[src/gdr_pkg.sv]
// Shared constants and types for the gamepad debounce and report block.
package gdr_pkg;

  localparam int BUTTONS_PER_PAD = 8;
  localparam int MAX_PADS = 4;
  localparam int PAD_COUNT_DEFAULT = 4;
  localparam int CNT_W = 8;
  localparam logic [CNT_W-1:0] CNT_MAX = '1;
  localparam logic [7:0] THRESHOLD_RESET = 8'd10;

  localparam int BTN_A = 0;
  localparam int BTN_B = 1;
  localparam int BTN_SELECT = 2;
  localparam int BTN_START = 3;
  localparam int BTN_UP = 4;
  localparam int BTN_DOWN = 5;
  localparam int BTN_LEFT = 6;
  localparam int BTN_RIGHT = 7;

  localparam logic signed [7:0] AXIS_POS = 8'sd127;
  localparam logic signed [7:0] AXIS_NEG = -8'sd127;
  localparam logic signed [7:0] AXIS_ZERO = 8'sd0;

  localparam int KIND_SCAN = 0;
  localparam int KIND_REPORT = 1;

  typedef struct packed {
    logic [1:0]        pad_index;
    logic [3:0]        button_mask;
    logic signed [7:0] axis_x;
    logic signed [7:0] axis_y;
    logic              changed;
  } report_t;

  typedef struct packed {
    logic       valid;
    logic [1:0] pad;
  } report_req_t;

endpackage

[src/gdr_lane.sv]
// Debounce lane for the eight buttons of one pad.
module gdr_lane (
  input  logic                                  clk,
  input  logic                                  rst,
  input  logic                                  scan_en,
  input  logic [gdr_pkg::BUTTONS_PER_PAD-1:0]   pins,
  input  logic [7:0]                            threshold,
  output logic [gdr_pkg::BUTTONS_PER_PAD-1:0]   pressed
);

  logic [gdr_pkg::CNT_W-1:0] counter [gdr_pkg::BUTTONS_PER_PAD];

  always_ff @(posedge clk) begin
    if (rst) begin
      pressed <= '0;
      for (int b = 0; b < gdr_pkg::BUTTONS_PER_PAD; b++) begin
        counter[b] <= '0;
      end
    end else if (scan_en) begin
      for (int b = 0; b < gdr_pkg::BUTTONS_PER_PAD; b++) begin
        if (!pins[b] != pressed[b]) begin
          if (counter[b] > threshold) begin
            pressed[b] <= !pins[b];
            counter[b] <= '0;
          end else if (counter[b] != gdr_pkg::CNT_MAX) begin
            counter[b] <= counter[b] + 1'b1;
          end
        end else begin
          counter[b] <= '0;
        end
      end
    end
  end

endmodule

[src/gdr_report.sv]
// Report builder with per-pad previous report store and skid output stage.
module gdr_report #(
  parameter int PAD_COUNT = gdr_pkg::PAD_COUNT_DEFAULT
) (
  input  logic                                clk,
  input  logic                                rst,
  input  gdr_pkg::report_req_t                req,
  input  logic [gdr_pkg::BUTTONS_PER_PAD-1:0] buttons,
  output logic                                req_ready,
  output logic                                rpt_valid,
  input  logic                                rpt_ready,
  output gdr_pkg::report_t                    rpt
);

  localparam int PAD_W = (PAD_COUNT > 1) ? $clog2(PAD_COUNT) : 1;

  logic [19:0]      prev [PAD_COUNT];
  logic [3:0]       mask;
  logic signed [7:0] ax;
  logic signed [7:0] ay;
  logic [19:0]      packed_rpt;
  gdr_pkg::report_t new_rpt;
  gdr_pkg::report_t skid;
  logic             skid_valid;

  always_comb begin
    mask = {buttons[gdr_pkg::BTN_START], buttons[gdr_pkg::BTN_SELECT],
            buttons[gdr_pkg::BTN_B], buttons[gdr_pkg::BTN_A]};
    if (buttons[gdr_pkg::BTN_UP]) begin
      ay = gdr_pkg::AXIS_POS;
    end else if (buttons[gdr_pkg::BTN_DOWN]) begin
      ay = gdr_pkg::AXIS_NEG;
    end else begin
      ay = gdr_pkg::AXIS_ZERO;
    end
    if (buttons[gdr_pkg::BTN_LEFT]) begin
      ax = gdr_pkg::AXIS_NEG;
    end else if (buttons[gdr_pkg::BTN_RIGHT]) begin
      ax = gdr_pkg::AXIS_POS;
    end else begin
      ax = gdr_pkg::AXIS_ZERO;
    end
    packed_rpt = {ay, ax, mask};
    new_rpt.pad_index = req.pad;
    new_rpt.button_mask = mask;
    new_rpt.axis_x = ax;
    new_rpt.axis_y = ay;
    new_rpt.changed = (packed_rpt != prev[req.pad[PAD_W-1:0]]);
  end

  assign req_ready = !skid_valid;

  always_ff @(posedge clk) begin
    if (rst) begin
      for (int p = 0; p < PAD_COUNT; p++) begin
        prev[p] <= '0;
      end
    end else if (req.valid) begin
      prev[req.pad[PAD_W-1:0]] <= packed_rpt;
    end
  end

  always_ff @(posedge clk) begin
    if (rst) begin
      rpt_valid <= 1'b0;
      skid_valid <= 1'b0;
    end else if (!rpt_valid || rpt_ready) begin
      if (skid_valid) begin
        rpt <= skid;
        rpt_valid <= 1'b1;
        skid_valid <= 1'b0;
      end else if (req.valid) begin
        rpt <= new_rpt;
        rpt_valid <= 1'b1;
      end else begin
        rpt_valid <= 1'b0;
      end
    end else if (req.valid) begin
      skid <= new_rpt;
      skid_valid <= 1'b1;
    end
  end

endmodule

[src/gamepad_debounce_report.sv]
// Top level: debounced buttons and per-pad reports for serially read gamepads.
// A scan item updates all button lanes in the cycle it is accepted.
// A report item is registered to the output, or to the skid on a sink stall.
// One item is accepted per cycle while the two-entry output stage has room.
// Reset releases all buttons, clears counters and previous reports, threshold 10.
module gamepad_debounce_report #(
  parameter int PAD_COUNT = gdr_pkg::PAD_COUNT_DEFAULT
) (
  input  logic              clk,
  input  logic              rst,
  input  logic              cfg_valid,
  output logic              cfg_ready,
  input  logic [7:0]        cfg_data,
  input  logic              in_valid,
  output logic              in_ready,
  input  logic              kind,
  input  logic [7:0]        pad0_pins,
  input  logic [7:0]        pad1_pins,
  input  logic [7:0]        pad2_pins,
  input  logic [7:0]        pad3_pins,
  input  logic [1:0]        pad_select,
  output logic              out_valid,
  input  logic              out_ready,
  output logic [1:0]        pad_index,
  output logic [3:0]        button_mask,
  output logic signed [7:0] axis_x,
  output logic signed [7:0] axis_y,
  output logic              changed
);

  logic [7:0]                            threshold;
  logic [gdr_pkg::BUTTONS_PER_PAD-1:0]   pins [gdr_pkg::MAX_PADS];
  logic [gdr_pkg::BUTTONS_PER_PAD-1:0]   pressed [gdr_pkg::MAX_PADS];
  logic                                  accept;
  logic                                  scan_en;
  gdr_pkg::report_req_t                  req;
  gdr_pkg::report_t                      rpt;

  assign cfg_ready = 1'b1;

  always_ff @(posedge clk) begin
    if (rst) begin
      threshold <= gdr_pkg::THRESHOLD_RESET;
    end else if (cfg_valid) begin
      threshold <= cfg_data;
    end
  end

  assign pins[0] = pad0_pins;
  assign pins[1] = pad1_pins;
  assign pins[2] = pad2_pins;
  assign pins[3] = pad3_pins;

  assign accept = in_valid && in_ready;
  assign scan_en = accept && (kind == 1'(gdr_pkg::KIND_SCAN));

  for (genvar p = 0; p < gdr_pkg::MAX_PADS; p++) begin : g_pad
    if (p < PAD_COUNT) begin : g_lane
      gdr_lane u_lane (
        .clk       (clk),
        .rst       (rst),
        .scan_en   (scan_en),
        .pins      (pins[p]),
        .threshold (threshold),
        .pressed   (pressed[p])
      );
    end else begin : g_none
      assign pressed[p] = '0;
    end
  end

  assign req.valid = accept && (kind == 1'(gdr_pkg::KIND_REPORT))
                     && (32'(pad_select) < PAD_COUNT);
  assign req.pad = pad_select;

  gdr_report #(
    .PAD_COUNT (PAD_COUNT)
  ) u_report (
    .clk       (clk),
    .rst       (rst),
    .req       (req),
    .buttons   (pressed[pad_select]),
    .req_ready (in_ready),
    .rpt_valid (out_valid),
    .rpt_ready (out_ready),
    .rpt       (rpt)
  );

  assign pad_index = rpt.pad_index;
  assign button_mask = rpt.button_mask;
  assign axis_x = rpt.axis_x;
  assign axis_y = rpt.axis_y;
  assign changed = rpt.changed;

endmodule
[config.mk]
export PLATFORM = sky130hd
export DESIGN_NAME = gamepad_debounce_report
export DESIGN_NICKNAME = d
export VERILOG_FILES = /design/src/gdr_pkg.sv /design/src/gdr_lane.sv /design/src/gdr_report.sv /design/src/gamepad_debounce_report.sv
export SDC_FILE = /design/constraint.sdc
export NUM_CORES = 1
export LEC_CHECK = 0
export BUFFER_PORTS_ARGS = -buffer_cell sky130_fd_sc_hd__buf_4
export CORE_MARGIN = 2
export CORE_UTILIZATION = 45
export CTS_CLUSTER_DIAMETER = 200
export DETAILED_ROUTE_END_ITERATION = 12
export SLEW_MARGIN = 40
export SYNTH_ARGS = -nofsm -noshare
export SYNTH_HDL_FRONTEND = slang
export SYNTH_SLANG_ARGS = --single-unit
[constraint.sdc]
create_clock -name clk -period 3.9 [get_ports clk]
set_input_delay 0.195 -clock clk [delete_from_list [all_inputs] [get_ports clk]]
set_output_delay 0.195 -clock clk [all_outputs]
set_load 0.02 [all_outputs]
* Word level (Yosys, flattened, before mapping) *
Memories as Yosys holds them, arrays and structs flattened.
Index checks and enable logic that the tools add are counted.

word-level totals
  memories kept = 5
  output and inout bits = 26
  bits of input ports = 48
  bits in latches = 0
  register bits = 88
  bits in read-only memories = 0
  word-level logic and storage cells = 949
  memory bits (writable) = 336

memories
  memory                          depth  bits a word  rd ports  clocked after memory_dff  wr ports  line              source
  u_report.prev                   4      20           1         0                         4         gdr_report.sv:17  logic [19:0] prev [PAD_COUNT];
  g_pad[0].g_lane.u_lane.counter  8      8            8         0                         8         gdr_lane.sv:11    logic [gdr_pkg::CNT_W-1:0] counter [gdr_pkg::BUTTONS_PER_PAD];
  g_pad[1].g_lane.u_lane.counter  8      8            8         0                         8         gdr_lane.sv:11
  g_pad[2].g_lane.u_lane.counter  8      8            8         0                         8         gdr_lane.sv:11
  g_pad[3].g_lane.u_lane.counter  8      8            8         0                         8         gdr_lane.sv:11

operators by class
  reduce and logical (&&, ||, !) cells = 75
  shift operators = 0
  multiply operators = 0
  bitwise logic cells = 100
  $add $sub $neg = 32
  divide/modulo/power cells = 0
  eq/ne operators = 65
  magnitude comparators = 33
  multiplexer cells = 594

operators by type and width
  kind                                                            count
  8-bit 2-to-1 mux                                                101
  1-bit 2-to-1 mux                                                487
  8-bit by 1-bit adder with 8-bit output (second input constant)  32
  8-bit greater-than comparator                                   32
  8-bit != test (second input constant)                           32
  3-bit AND reduction                                             34
  1-bit bitwise OR                                                96
  23-bit 2-to-1 mux                                               2
  1-bit logical NOT                                               34
  1-bit != test                                                   32
  20-bit 2-to-1 mux                                               1
  20-bit != test                                                  1
  20-bit OR reduction                                             1
  8-bit binary-select mux with 2-bit select                       1
  7-bit 2-to-1 mux                                                1
  3-bit >= comparator (second input constant)                     1
  1-bit logical AND                                               3
  1-bit inverter                                                  3
  2-bit inverter with 3-bit output                                1
  2-bit 2-to-1 mux                                                1
  2-bit nonzero test                                              1
  2-bit OR reduction                                              1
  1-bit logical OR                                                1

* Depth between registers and ports, before layout *
An unclocked memory read counts as a cell.

  depth after elaboration = 10
  depth in mapped cells = 11
  depth with buffers taken out = 9

* Hierarchy *
From an unflattened synthesis, not the netlist that was laid out.

second synthesis, totals
  cell total of the unflattened synthesis = 2,494
  area total of the unflattened synthesis = 25,320.5 um^2

by module, submodules not included
  module                                 cells each  times used  area each (um^2)
  gdr_lane (g_pad[0].g_lane.u_lane ...)  568         3           5,464.0
  gdr_lane (g_pad[3].g_lane.u_lane)      531         1           5,313.8
  gdr_report                             218         1           3,111.7
  gamepad_debounce_report                41          1           503.0

* Worst setup path before layout *
No wires, ideal clock.

  kind = register to register
  from = reg threshold[5]
  to = mem g_pad[1].g_lane.u_lane.counter[1][16] in the netlist's numbering (enable)
  arrival = 2.549 ns
  library setup time = 0.294 ns
  clock period less this slack = 2.843 ns
  slack = 1.057 ns
  cell stages (with the launch flop) = 9
  buffers on the path = 0
  cell sequence = dfxtp_1 > inv_1 > ha_1 > a21o_1 > a21oi_1 > nor2b_1 > o32ai_1 > a21oi_1 > or3_1

RTL lines
  element                 line                           source
  from (decl)             gamepad_debounce_report.sv:31  logic [7:0] threshold;
  from (signal assigned)  gamepad_debounce_report.sv:43  threshold <= gdr_pkg::THRESHOLD_RESET;
  from (signal assigned)  gamepad_debounce_report.sv:45  threshold <= cfg_data;
  to (decl)               gdr_lane.sv:11

==> results.md <==
- Postcts setup bufs: 0
- R2R Setup Slk: roughly 0.95 ns
- Most common cell on crit path: a21oi_1
- MaxCap Viol Count: 0
- Yosys cell types: 57
- Die Area: 53800 um^2
- Startpoint types: flop
- Status: completed
- Layout cells sized above 1: about 9.3%
- Setup TNS: 0 ns
- Hold Path Class: primary input to flop
- Worst VDD drop: 291 uV
- RSZ-0062 raised after global routing: false
- Yosys warns: 0
- Num CTS Buffers: 43
- Layout area overhead: 14.1%
- Seq cells post-synth: between 300 and 400
- CTS Buffer Depth: 3
- TritonCTS clock tree: yes
- Final Cycle Share: 75.7%
- Slew Viols, Final: 0
- Final WL: 57500 um
- Residual DRC count: 0
- Buffers on Ports: just over 70
- Post-CTS sizing: 0
- Mapped Area: around 23000 um^2
- I/O pin count: 74
- Largest net degree at the start of global routing: 35
- Critical Path AT: 3.22 ns
- Finished Core Util: between 50% and 60%
- Primary FF master, synth: edfxtp_1
- Worst slew margin: between 40% and 50%
- Pre-antenna DRT Iters: 5
- # setup viols final: 0
- H-tree Lvls: 2
- Final GP Congestion: roughly 0.82
- Vias in the first global route: 16800
- Routed wire per std cell: 18.6 um
- CP max-delay cell: or3_1
- PwrDens: about 380 nW/um^2
- Worst-path maximum fanout: 12
- Clock Skew: 0.0196 ns
- Required time worst endpoint: 4.17 ns
- Worst-skew pair later-pin latency: 0.59 ns
- Worst Path Buf+Inv: 2
- Setup Crit Path Kind: flop to flop
- Largest stage delay, worst path: 0.56 ns
- Initial antenna violation count: 2
- Die Span X: around 230 um
- First-pass GRT wire length: ~90000 um
- GRT Total Usage: 21.5%
- Minimum clock period after layout: 2.95 ns
- Nets: around 2700
- Post-synthesis cell count: 2237
- Antenna Nets Post-Route: 0
- Synth async-reset ratio: 0%
- # clock sinks: about 360
- Family with the most delay on the worst path: compound AO/OA/AOI/OAI gates
- Crit path capture type: flop
- 1st-iter DRT viols: 1088
- DR vias/cell: approximately 5.6
- Row count: 83
- Cell chain of the critical path: inv_2 -> buf_4 -> ha_1 -> nor2b_1 -> o211ai_1 -> a21oi_1 -> o32ai_1 -> a21oi_1 -> or3_1
- Hold Slack: 0.0286 ns
- Core Region: 51300 um^2
- Number of synthesized flops with an enable pin: roughly 320
- Leakage: between 10 and 15 nW
- Starting Density: between 40% and 50%
- F_max: roughly 340 MHz
- Placed wire-length estimate: 40100 um
- Via count: 17500
- Clk pin slew, worst setup/hold paths: 0.06 ns
- Grt total ovfl: 0
- Clock Root Buffer: clkbuf_16
- Syn_area_per_cell: between 10 and 15 um^2
- Seq/Total Area, Yosys: 44.9%
- Net count after synthesis: 2573
- Final hold violations: 0
- Slew at the pin with the worst max-slew slack: 0.810 ns
- Die height: 232 um
[registers in the layout, summed over array words and instances (netlist names)]
| name | flops |
|---|---|
| g_pad.g_lane.u_lane.counter | 256 |
| g_pad.g_lane.u_lane.pressed | 32 |
| threshold | 8 |
| u_report.prev | 40 |
| u_report.rpt | 13 |
| u_report.rpt_valid | 1 |
| u_report.skid | 13 |
| u_report.skid_valid | 1 |
[worst register-to-register path: cells and delay by family, from the launching register on]
kind,cells,cell delay [ns]
fa+ha+maj,1,0.28
buf+inv,2,0.60
simple gates,2,0.70
flops,1,0.30
compound gates,4,0.76
[path summary, 6_finish.rpt]
path | from | to | cells past startpoint
worst max-delay path | threshold[1] | g_pad[1].g_lane.u_lane.counter[1][18] | 9
worst max register to register | threshold[1] | g_pad[1].g_lane.u_lane.counter[1][18] | 9
worst min register to register | g_pad[1].g_lane.u_lane.pressed[2] | g_pad[1].g_lane.u_lane.pressed[2] | 2
worst min-delay path | in_valid | u_report.skid_valid | 3
[routing by layer]
layer / up-vias / GRT usage [%] / share of wire [%]
li1: 8549 / - / -
met2: 419 / 34.1 / 44
met3: 124 / 3.14 / 5.5
met1: 8359 / 30.1 / 47
met5: - / 0 / 0
met4: 0 / 7.01 / 3.3
[power by group]
group          switching [mW]  internal, mW  leakage [nW]
Combinational           0.884         0.649          5.82
Sequential              0.257          4.48          3.73
Clock                    1.69          2.28         0.666
Total                    2.83          7.41          10.2
[cell type report]
class / instances / area, um^2
inverter: 71 / 267
antenna: 2 / 5.00
clock inverter: 24 / 181
tap: 680 / 851
multi-input combinational: 1746 / 12400
sequential: 364 / 10500
fill: 4602 / 24600
clock buffer: 56 / 1190
timing repair buffer: 157 / 1320
[per-stage QoR]
stage                     total power [mW]  std cells  worst slack [ns]  cell area (um^2)
after CTS                             10.3       3098             0.923             26700
final                                 10.2       3100             0.949             26700
after floorplan                       5.79       2237              1.06             23400
after global routing                  10.7       3099             0.756             26700
after global placement                6.22       2967             0.948             24800
after detailed placement              6.30       2967             0.934             24800
[cell families (layout without fill, tap and decap cells)]
logic type	after synthesis	count (layout)	share of synthesized area, %
xor gates and xnor gates	231	231	8.65
adders and majority gates	288	288	15.4
AOI/OAI and AO/OA	333	333	8.76
muxes	28	28	2.09
buffers and inverters	127	308	2.37
and+or+nand+nor	865	865	17.8
other	1	3	0.0160
DFF	364	364	44.9
[cells in the final DEF, fill, tap and decap left out, drive strengths merged, types with 56 or more instances in the layout]
master and count:
a21oi 148, buf 106, clkbuf 56, edfxtp 322
ha 288, inv 71, nand2 115, nand3 153
nand4 66, nor2 336, xnor2 107, xor2 124
[synthesized netlist by cell type (3+ instances only)]
cell type	n	area [um^2]
a21o_1	30	225
a21oi_1	148	741
a311o_1	3	30.0
a311oi_1	14	123
a31oi_1	5	31.3
and3_1	50	313
buf_4	12	90.1
clkbuf_1	38	143
dfxtp_1	42	841
edfxtp_1	322	9670
ha_1	288	3600
inv_1	66	248
inv_2	4	15.0
mux2i_1	8	80.1
mux4_2	16	360
nand2_1	115	432
nand2b_1	3	18.8
nand3_1	153	766
nand4_1	66	413
nand4b_1	13	114
nor2_1	334	1250
nor2b_1	50	313
nor3_1	21	105
nor3b_1	8	60.1
nor4b_1	4	35.0
o211ai_1	35	263
o21ai_0	49	245
o21ai_1	3	15.0
o22ai_1	17	106
o31a_1	6	52.6
o31ai_1	6	45.0
o32a_1	8	80.1
or2_2	13	81.3
or3_1	28	175
xnor2_1	107	937
xor2_1	124	1090
[what timing repair did]
action / 4_1_cts / 5_1_grt
endpoints found under the hold margin: 42 / 0
endpoints found under the setup margin: 0 / 0
hold buffers: 51 / 0
Power figures use the tool's default switching activity.
